==> src/rtl/core/rau_pkg.sv <==
package rau_pkg;

  // operand width and the double width used for products
  localparam int WIDTH = 32;
  localparam int DW    = 2 * WIDTH;
  localparam int CW    = $clog2(DW);

  // operation codes
  localparam logic [3:0] MODE_NORM  = 4'd0;
  localparam logic [3:0] MODE_ADD   = 4'd1;
  localparam logic [3:0] MODE_SUB   = 4'd2;
  localparam logic [3:0] MODE_NEG   = 4'd3;
  localparam logic [3:0] MODE_MUL   = 4'd4;
  localparam logic [3:0] MODE_DIV   = 4'd5;
  localparam logic [3:0] MODE_RECIP = 4'd6;
  localparam logic [3:0] MODE_ABS   = 4'd7;
  localparam logic [3:0] MODE_EQ    = 4'd8;
  localparam logic [3:0] MODE_GT    = 4'd9;
  localparam logic [3:0] MODE_LT    = 4'd10;

  // status codes
  localparam logic [1:0] ST_OK  = 2'd0;
  localparam logic [1:0] ST_ERR = 2'd1;
  localparam logic [1:0] ST_OVF = 2'd2;

  // kinds of result written to the output register
  localparam logic [1:0] KIND_VAL = 2'd0;
  localparam logic [1:0] KIND_CMP = 2'd1;
  localparam logic [1:0] KIND_ERR = 2'd2;

  typedef struct packed {
    logic       latch_in;
    logic       load_a;
    logic       load_b;
    logic       zero_fix;
    logic       gcd_init;
    logic       gcd_step;
    logic       div_init;
    logic       div_step;
    logic       store_a;
    logic       store_b;
    logic       mul;
    logic       op;
    logic       out_load;
    logic [1:0] out_kind;
  } rau_cmd_t;

  typedef struct packed {
    logic mode_bad;
    logic den_zero;
    logic w_zero;
    logic gcd_done;
    logic div_done;
    logic uses_b;
    logic is_cmp;
    logic op_err;
  } rau_stat_t;

endpackage

==> src/rtl/core/rau_ctrl.sv <==
module rau_ctrl (
  input  logic               clk,
  input  logic               rst,
  input  logic               in_valid,
  output logic               in_ready,
  output logic               out_valid,
  input  logic               out_ready,
  input  rau_pkg::rau_stat_t stat,
  output rau_pkg::rau_cmd_t  cmd
);
  import rau_pkg::*;

  localparam logic [3:0] S_IDLE  = 4'd0;
  localparam logic [3:0] S_LDA   = 4'd1;
  localparam logic [3:0] S_CHK   = 4'd2;
  localparam logic [3:0] S_GCD   = 4'd3;
  localparam logic [3:0] S_DIV   = 4'd4;
  localparam logic [3:0] S_STORE = 4'd5;
  localparam logic [3:0] S_LDB   = 4'd6;
  localparam logic [3:0] S_MUL   = 4'd7;
  localparam logic [3:0] S_OP    = 4'd8;
  localparam logic [3:0] S_FIN   = 4'd9;

  localparam logic [1:0] PH_A = 2'd0;
  localparam logic [1:0] PH_B = 2'd1;
  localparam logic [1:0] PH_R = 2'd2;

  logic [3:0] state, state_next;
  logic [1:0] phase, phase_next;
  logic [1:0] kind, kind_next;
  logic       fire;

  assign in_ready = (state == S_IDLE);
  assign fire     = (state == S_FIN) && (!out_valid || out_ready);

  // sequencing of one item
  always_comb begin
    state_next = state;
    phase_next = phase;
    kind_next  = kind;
    cmd        = '0;
    unique case (state)
      S_IDLE: begin
        if (in_valid) begin
          cmd.latch_in = 1'b1;
          state_next   = S_LDA;
        end
      end
      S_LDA: begin
        cmd.load_a = 1'b1;
        phase_next = PH_A;
        state_next = S_CHK;
      end
      S_CHK: begin
        if (stat.mode_bad || stat.den_zero) begin
          kind_next  = KIND_ERR;
          state_next = S_FIN;
        end else if (stat.w_zero) begin
          cmd.zero_fix = 1'b1;
          state_next   = S_STORE;
        end else begin
          cmd.gcd_init = 1'b1;
          state_next   = S_GCD;
        end
      end
      S_GCD: begin
        if (stat.gcd_done) begin
          cmd.div_init = 1'b1;
          state_next   = S_DIV;
        end else begin
          cmd.gcd_step = 1'b1;
        end
      end
      S_DIV: begin
        cmd.div_step = 1'b1;
        if (stat.div_done) state_next = S_STORE;
      end
      S_STORE: begin
        unique case (phase)
          PH_A: begin
            cmd.store_a = 1'b1;
            state_next  = stat.uses_b ? S_LDB : S_MUL;
          end
          PH_B: begin
            cmd.store_b = 1'b1;
            state_next  = S_MUL;
          end
          default: begin
            kind_next  = KIND_VAL;
            state_next = S_FIN;
          end
        endcase
      end
      S_LDB: begin
        cmd.load_b = 1'b1;
        phase_next = PH_B;
        state_next = S_CHK;
      end
      S_MUL: begin
        cmd.mul    = 1'b1;
        state_next = S_OP;
      end
      S_OP: begin
        cmd.op = 1'b1;
        if (stat.is_cmp) begin
          kind_next  = KIND_CMP;
          state_next = S_FIN;
        end else if (stat.op_err) begin
          kind_next  = KIND_ERR;
          state_next = S_FIN;
        end else begin
          phase_next = PH_R;
          state_next = S_CHK;
        end
      end
      S_FIN: begin
        cmd.out_kind = kind;
        if (fire) begin
          cmd.out_load = 1'b1;
          state_next   = S_IDLE;
        end
      end
      default: state_next = S_IDLE;
    endcase
  end

  always_ff @(posedge clk) begin
    if (rst) begin
      state     <= S_IDLE;
      phase     <= PH_A;
      kind      <= KIND_ERR;
      out_valid <= 1'b0;
    end else begin
      state <= state_next;
      phase <= phase_next;
      kind  <= kind_next;
      if (fire)           out_valid <= 1'b1;
      else if (out_ready) out_valid <= 1'b0;
    end
  end

endmodule

==> config.mk <==
export PLATFORM = sky130hd
export DESIGN_NAME = rau_ctrl
export DESIGN_NICKNAME = d
export VERILOG_FILES = /design/src/rtl/core/rau_pkg.sv /design/src/rtl/core/rau_ctrl.sv
export SDC_FILE = /design/constraint.sdc
export NUM_CORES = 1
export LEC_CHECK = 0
export BUFFER_PORTS_ARGS = -buffer_cell sky130_fd_sc_hd__buf_4
export CAP_MARGIN = 20
export CORE_MARGIN = 5
export CORE_UTILIZATION = 30
export DETAILED_ROUTE_END_ITERATION = 10
export PLACE_DENSITY_LB_ADDON = 0.3
export SKIP_LAST_GASP = 1
export SYNTH_ARGS = -nofsm -noshare
export SYNTH_HDL_FRONTEND = slang
export SYNTH_SLANG_ARGS = --single-unit
==> constraint.sdc <==
create_clock -name clk -period 2.4 [get_ports clk]
set_clock_uncertainty 0.1 [all_clocks]
set_input_delay 0.12 -clock clk [delete_from_list [all_inputs] [get_ports clk]]
set_output_delay 0.12 -clock clk [all_outputs]
set_load 0.01 [all_outputs]
After elaboration in Yosys (flattened, before gate mapping)

Cells that the tools add are included.

Equal/unequal tests: 19
Muxes and demuxes: 40
Reductions and logical operators: 14

Operator list:

| kind               | number |
|---|---|
| $pmux 4 s9         | 1 |
| $mux 4             | 7 |
| $mux 2             | 10 |
| $mux 1             | 17 |
| $eq 4x3->1 const B | 4 |
| $ne 2x2->1 const B | 8 |
| $pmux 2 s3         | 2 |
| $eq 4x2->1 const B | 2 |
| $eq 4x4->1 const B | 2 |
| $pmux 4 s2         | 1 |
| $reduce_and 4->1   | 2 |
| $mux 3             | 2 |
| $reduce_bool 3->1  | 2 |
| $eq 4x1->1 const B | 1 |
| $logic_not 4->1    | 1 |
| $reduce_or 2->1    | 2 |
| $ne 3x3->1 const B | 1 |
| $reduce_and 3->1   | 1 |
| $eq 2x1->1 const B | 1 |
| $logic_not 2->1    | 1 |
| $logic_or 1x1->1   | 2 |
| $reduce_bool 2->1  | 1 |
| $logic_and 1x1->1  | 1 |
| $logic_not 1->1    | 1 |

Register bits: 9
Bits of input ports: 12
Output and inout bits: 17
Logic and storage cells: 77

Logic depth before layout (Yosys ltp)

Gate-level depths: netlist of the first run.

Depth in word-level cells: 5
Depth in mapped cells: 5
Depth with buffers taken out: 4

Worst setup path after synthesis of the first run

OpenSTA, ideal clock, no wires.

Path type: register to register
Start point: reg state[1]
End point: reg phase[1]
Arrival: 1.279 ns
Required time: 2.183 ns
Setup slack: 0.904 ns
Stages on the path, launching flop included: 6
Path through: dfxtp_1 buf_6 nor4bb_4 nor2_1 a22oi_1 nor2_1

Cells in the longest elaborated chain, start to end: 3

RTL lines:

| what                                                      | line            | source |
|---|---|---|
| start, declared                                           | rau_ctrl.sv:28  | `logic [3:0] state, state_next;` |
| start signal, assigned                                    | rau_ctrl.sv:134 | `state <= state_next;` |
| $eq 4x4->1, or another cell as far along                  | rau_ctrl.sv:42  | `unique case (state)` |
| $ne 2x2->1 (no line) or $reduce_bool 3->1 (tied branches) | -               |  |
| $reduce_and 3->1 (no line)                                | -               |  |
| end signal, assigned                                      | rau_ctrl.sv:135 | `phase <= phase_next;` |
| end, declared                                             | rau_ctrl.sv:29  | `logic [1:0] phase, phase_next;` |

Parallel ways exist; a longest one is shown, timed or not.
A chain may end at the register's enable or synchronous reset.

==> results of run 1 <==
[cells in the final DEF, fill, tap and decap left out, types with 2 or more instances in the layout]
cell type,Yosys,layout
buf_4,2,28
nor2_1,13,13
dfxtp_1,9,9
nand2_1,7,7
a21oi_1,7,7
nor3_1,4,4
inv_1,4,4
nand2b_1,3,3
nor4b_2,3,3
and2_1,3,3
clkbuf_4,0,3
o21ai_1,2,2
[through the flow]
step | hold WS [ns] | util (%) | setup slack, ns | area (um^2)
6_report | 0.0317 | 42.1 | 0.462 | 957
5_1_grt | 0.0336 | 42.1 | 0.342 | 957
4_1_cts | 0.0372 | 42.1 | 0.473 | 957
3_5_place_dp | 0.258 | 40.5 | 0.635 | 921
3_3_place_gp | 0.256 | 40.5 | 0.687 | 921
2_1_floorplan | 0.0891 | - | 0.904 | 729
[layer usage]
| layer | vias to the layer above | share of wire (%) | routed length [um] | track usage, % |
|---|---|---|---|---|
| met3 | 4 | 5.1 | 97 | 2.61 |
| met5 | - | 0 | 0 | 0 |
| met4 | 0 | 1.3 | 25 | 4.53 |
| met1 | 325 | 45 | 847 | 15.2 |
| li1 | 373 | - | - | - |
| met2 | 19 | 49 | 926 | 18.3 |
[final cells by class]
cell class              count  area, um^2
well taps                  28        35.0
multi-input cells          68         480
fillers                   236        1320
flip-flops and latches      9         180
inverters                   4        15.0
clock buffers               4        26.3
repair buffers             29         220
[final timing paths]
path,endpoint,cells past startpoint,startpoint
setup / recovery,cmd[11],3,state[1]
hold / removal,kind[0],3,stat[1]
setup reg to reg,kind[1],4,state[3]
hold reg to reg,kind[0],2,kind[0]
[worst max-delay path, cell delays in order (launching register included)]
cell,delay (ns)
dfxtp_1,0.67
nor4b_2,0.37
and3_1,0.27
buf_4,0.14
[what timing repair did]
item,CTS,global route
hold endpoints to repair,5,0
hold buffers,1,0
buffers inserted,0,0
[cells by family (layout without fill, tap and decap cells)]
logic type	count (synthesis)	count (layout)	share of synthesized area, %
AND/OR/NAND/NOR	44	44	40.8
AO/OA/AOI/OAI	24	24	25.0
buffers and inverters	10	37	9.43
flip-flops	9	9	24.7
[state kept, by name, indices dropped and copies added, names as in the netlist]
| name | cells |
|---|---|
| state | 4 |
| kind | 2 |
| phase | 2 |
| out_valid | 1 |
[report_power, final]
part | internal (mW) | switching [mW] | total, mW
combinational | 0.0987 | 0.0811 | 0.180
clock | 0.0642 | 0.0552 | 0.119
sequential | 0.161 | 0.0446 | 0.206
total | 0.324 | 0.181 | 0.505
==> run_results.csv, run 1 <==
group,metric,value,unit
pwr,vdd_drop_max,0.000236,V
critical_path,endpoint_kind,"primary output",
hold_path,hold_class,"in -> reg",
routing,drcViolationCount,0,
floorplanning,rows,17,
placement,gp_congestion,0.856,
logic_synthesis,yosysTopAreaCell,"dfxtp_1",
pwr,p_per_area,528,mW/mm^2
routing,via_per_inst,5.08,
final_layout,nets,127,
timing,setup_violations,0,
floorplanning,die_h,59.3,um
clock_tree,cts_resized,0,
floorplanning,pin_count,29,
routing,dr_total_vias,721,
critical_path,cp_data_arrival_time,1.72,ns
floorplanning,dieArea,0.00352,mm^2
global_route,grt_max_degree,16,
logic_synthesis,synth_area_leaders,"dfxtp_1 (25%), nor2_1 (6.7%), nor4b_2 (6.2%)",
clock_tree,insertion_delay,0.26,ns
clock_tree,clk_pin_slew,0.06,ns
critical_path,cp-start-kind,"flip-flop",
routing,routed_wl,1.90,mm
clock_tree,cts_sinks,9,
placement,dp_hpwl,1.54,mm
clock_tree,cts_root_buffer,"clkbuf_4",
logic_synthesis,synth_top_area_share,24.7,%
critical_path,worstSetupPathType,"reg -> out",
pwr,p_leak,0.383,nW
timing,max-slew-margin-rel,63.3,%
final_layout,drive_gt1_share,35.1,%
logic_synthesis,synth.most_common_cell,"nor2_1",
timing,min_period,1.94,ns
floorplanning,start_util,32.1,%
final_layout,finalNonFillerCells,142,
logic_synthesis,syn_nets,99,
logic_synthesis,synth_edf_count,0,
global_route,antenna_found_initial,0,
logic_synthesis,async_flop_share,0,%
final_layout,synthToLayoutAreaGrowth,31.2,%
clock_tree,cts-htree-levels,1,
global_route,grt_use_total,11.6,%
logic_synthesis,yosys_warnings,0,
routing,wire_per_inst,13.4,um
logic_synthesis,ys.flop_type,"dfxtp_1",
routing,drtIter0Drc,23,
timing,fmax,0.516,GHz
logic_synthesis,ys_types,39,
logic_synthesis,syn_area_per_cell,8.38,um^2
global_route,gr-total-overflow,0,
global_route,grt_first_pass_wirelength,3.12,mm
critical_path,critPathRequiredTime,2.18,ns
timing,finalCritPeriodShare,80.7,%
timing,final-hold-violation-count,0,
critical_path,r2r_slack,0.63,ns
logic_synthesis,yosys-top-cells-count,"nor2_1 (13), dfxtp_1 (9), a21oi_1 (7), nand2_1 (7)",
timing,setup_tns,0,ns
timing,rsz0062_at_grt,"no",
clock_tree,cts_buffers,3,
routing,drtAntennaViolNets,0,
routing,drt-pass1-iter-count,4,
critical_path,cp_max_fo,15,
run,drv_cap,0,
status,status,"completed",
logic_synthesis,netlist_area,729,um^2
floorplanning,die_x,59.3,um
timing,worst_slew_pin_slew,0.550,ns
clock_tree,cts.path.max_buffers,2,
final_layout,diodes,0,
placement,place_inst,137,
timing,drv_slew,0,
clock_tree,cts_tree,"yes",
logic_synthesis,ys_ff_latch,9,
placement,io_buffers,28,
logic_synthesis,netlist_instances,87,
global_route,grt_pass1_vias,707,
floorplanning,core_area,0.00228,mm^2
logic_synthesis,yosysSeqAreaShare,24.7,%
pwr,fin_total_pwr,0.505,mW
No activity file was read; power rests on OpenSTA's default activity.
==> run 2: changes to the inputs <==
clock period = 1.6 ns   (was 2.4 ns; I/O delays follow)
==> run 2 against run 1 <==
Effect of this change: the run now ends with negative setup slack left; total power grew 110%; worst hold slack gained 0.020 ns; sequential share of layout area shrank 4.6 points; cell area grew 42%; global-route usage grew 0.98 points; die area is the same; critical path depth grew 2; first-iteration DRC count shrank 4.3%; sequential power grew 34%; flip-flop and latch count is the same; non-clock buffer count grew 30; setup slack lost 0.50 ns; critical path type unchanged; largest cell class unchanged; largest power group is now combinational logic.
==> run_results.csv, run 2 (synthesized netlist as in run 1, its figures left out) <==
group,metric,value,unit
status,status,"finished, violations left",
status,failed_checks,"negative setup slack",
critical_path,r2r_end,"kind[1]",
floorplanning,die_h,59.3,um
floorplanning,dieArea,0.00352,mm^2
final_layout,drive_gt1_share,56.3,%
floorplanning,start_util,32.1,%
routing,drtIter0Drc,22,
routing,drcViolationCount,0,
routing,drtAntennaViolNets,0,
routing,drt-pass1-iter-count,4,
global_route,grt_first_pass_wirelength,3.42,mm
floorplanning,pin_count,29,
final_layout,final_cell_mix,"buf_4 (48), nor2_1 (11), nand2_1 (7), a21oi_1 (7), buf_6 (6)",
critical_path,critPathLaunch,"state[3]",
critical_path,cp_data_arrival_time,1.46,ns
clock_tree,cts_buffers,3,
global_route,grt_pass1_vias,789,
floorplanning,core_area,0.00228,mm^2
timing,fmax,0.611,GHz
hold_path,hold_path_end,"out_valid",
final_layout,largest_register,"state",
clock_tree,cts_tree,"yes",
final_layout,largest_register_ffs,4,
clock_tree,cts-htree-levels,1,
placement,io_buffers,28,
timing,rsz0062_at_grt,"yes",
timing,hold_ws,0.0512,ns
final_layout,diodes,0,
timing,drv_slew,0,
clock_tree,clk_pin_slew,0.06,ns
placement,dp_hpwl,1.62,mm
final_layout,nets,157,
routing,routed_wl,2.43,mm
global_route,gr-total-overflow,0,
timing,worst_slew_pin_slew,0.348,ns
clock_tree,cts.path.max_buffers,2,
critical_path,reg2reg_from,"state[1]",
critical_path,cp_max_fo,5,
floorplanning,rows,17,
global_route,grt_use_total,12.6,%
placement,place_inst,150,
critical_path,r2r_slack,-0.01,ns
routing,via_per_inst,5.09,
pwr,vdd_drop_max,0.000448,V
global_route,antenna_found_initial,0,
clock_tree,cts_sinks,9,
pwr,p_per_area,767,mW/mm^2
critical_path,critPathRequiredTime,1.42,ns
final_layout,largestRegisters,"state (4), kind (2), phase (2)",
critical_path,reg2reg_depth,6,
final_layout,final_common_cell,"buf_4",
run,drv_cap,0,
routing,wire_per_inst,14.1,um
placement,gp_congestion,0.899,
timing,max-slew-margin-rel,76.7,%
timing,finalCritPeriodShare,102,%
hold_path,hold_class,"in -> reg",
final_layout,finalNonFillerCells,172,
timing,min_period,1.64,ns
timing,setup_violations,4,
timing,fin_ws,-0.0364,ns
timing,final-hold-violation-count,0,
final_layout,synthToLayoutAreaGrowth,85.8,%
critical_path,worstSetupPathType,"reg -> out",
clock_tree,cts_root_buffer,"clkbuf_4",
floorplanning,die_x,59.3,um
global_route,grt_max_degree,15,
hold_path,whs_path_depth,3,
routing,dr_total_vias,876,
pwr,p_leak,0.583,nW
critical_path,cp-start-kind,"flip-flop",
hold_path,min-delay-start,"out_ready",
critical_path,endpoint_kind,"primary output",
clock_tree,insertion_delay,0.27,ns
==> run 2: changes by cell type in the layout (fill, tap and decap cells not counted), moves of 2 or more <==
cell / previous run / this run
buf_12: 0 / 2
buf_4: 28 / 48
buf_6: 0 / 6
dfxtp_1: 9 / 5
dfxtp_4: 0 / 3
nor2_1: 13 / 11
nor2_2: 0 / 2
nor3_1: 4 / 2
nor3_4: 0 / 2
nor4b_2: 3 / 0
nor4b_4: 1 / 4
==> run 2: final cells by class <==
type                       count  area (um^2)
multi-input combinational     68          573
tap                           28         35.0
sequential                     9          193
inverter                       4         15.0
clock buffer                   4         26.3
timing repair buffer          59          513
fill                         192          921
==> run 2: timing repair <==
item                       4_1_cts  5_1_grt
hold buffers                     2        0
resized for setup               15       15
setup buffers                    3       12
hold endpoints to repair         6        0
gates cloned                     0        1
setup endpoints to repair       19       18
pin swaps                        2       15
==> run 2: report_power, final <==
group / leakage [nW] / internal [mW] / total [mW] / switching (mW)
Clock: 0.0150 / 0.0965 / 0.184 / 0.0876
Sequential: 0.0756 / 0.246 / 0.277 / 0.0317
Combinational: 0.493 / 0.337 / 0.577 / 0.241
Total: 0.583 / 0.679 / 1.04 / 0.360
==> run 2: how the worst max path moves through the flow <==
stage | slack [ns] | endpoint | depth (start not counted)
after floorplan | 0.10 | phase[1] | 5
after global placement | -0.02 | cmd[9] | 5
after detailed placement | -0.06 | state[2] | 5
after CTS | -0.04 | cmd[9] | 5
after global routing | -0.1 | state[2] | 7
final | -0.04 | cmd[9] | 5
==> run 2: critical path, stage by stage (launching register included) <==
cell and delay, ns:
dfxtp_4 0.36, buf_6 0.11, or2_4 0.27, buf_6 0.13, nor3_4 0.19, buf_6 0.13
==> run 2: layer usage <==
layer	global-route usage, %	share of wire [%]	vias up	wire, um
li1	-	-	436	-
met1	14.7	41	406	999
met2	21.7	52	28	1250
met3	2.61	5.5	6	133
met4	5.83	1.7	0	42
met5	0	0	-	0
==> run 2: stage by stage <==
stage          instance area, um^2  power [mW]  worst slack [ns]  TNS (ns)  util [%]
2_1_floorplan                  729       0.501             0.104         0         -
3_3_place_gp                  1040       0.667           -0.0205   -0.0205      45.8
3_5_place_dp                  1040       0.672           -0.0634    -0.146      45.8
4_1_cts                       1170       0.916           -0.0445    -0.102      51.6
5_1_grt                       1360        1.11           -0.0997    -0.846      59.5
6_report                      1360        1.04           -0.0364   -0.0479      59.5
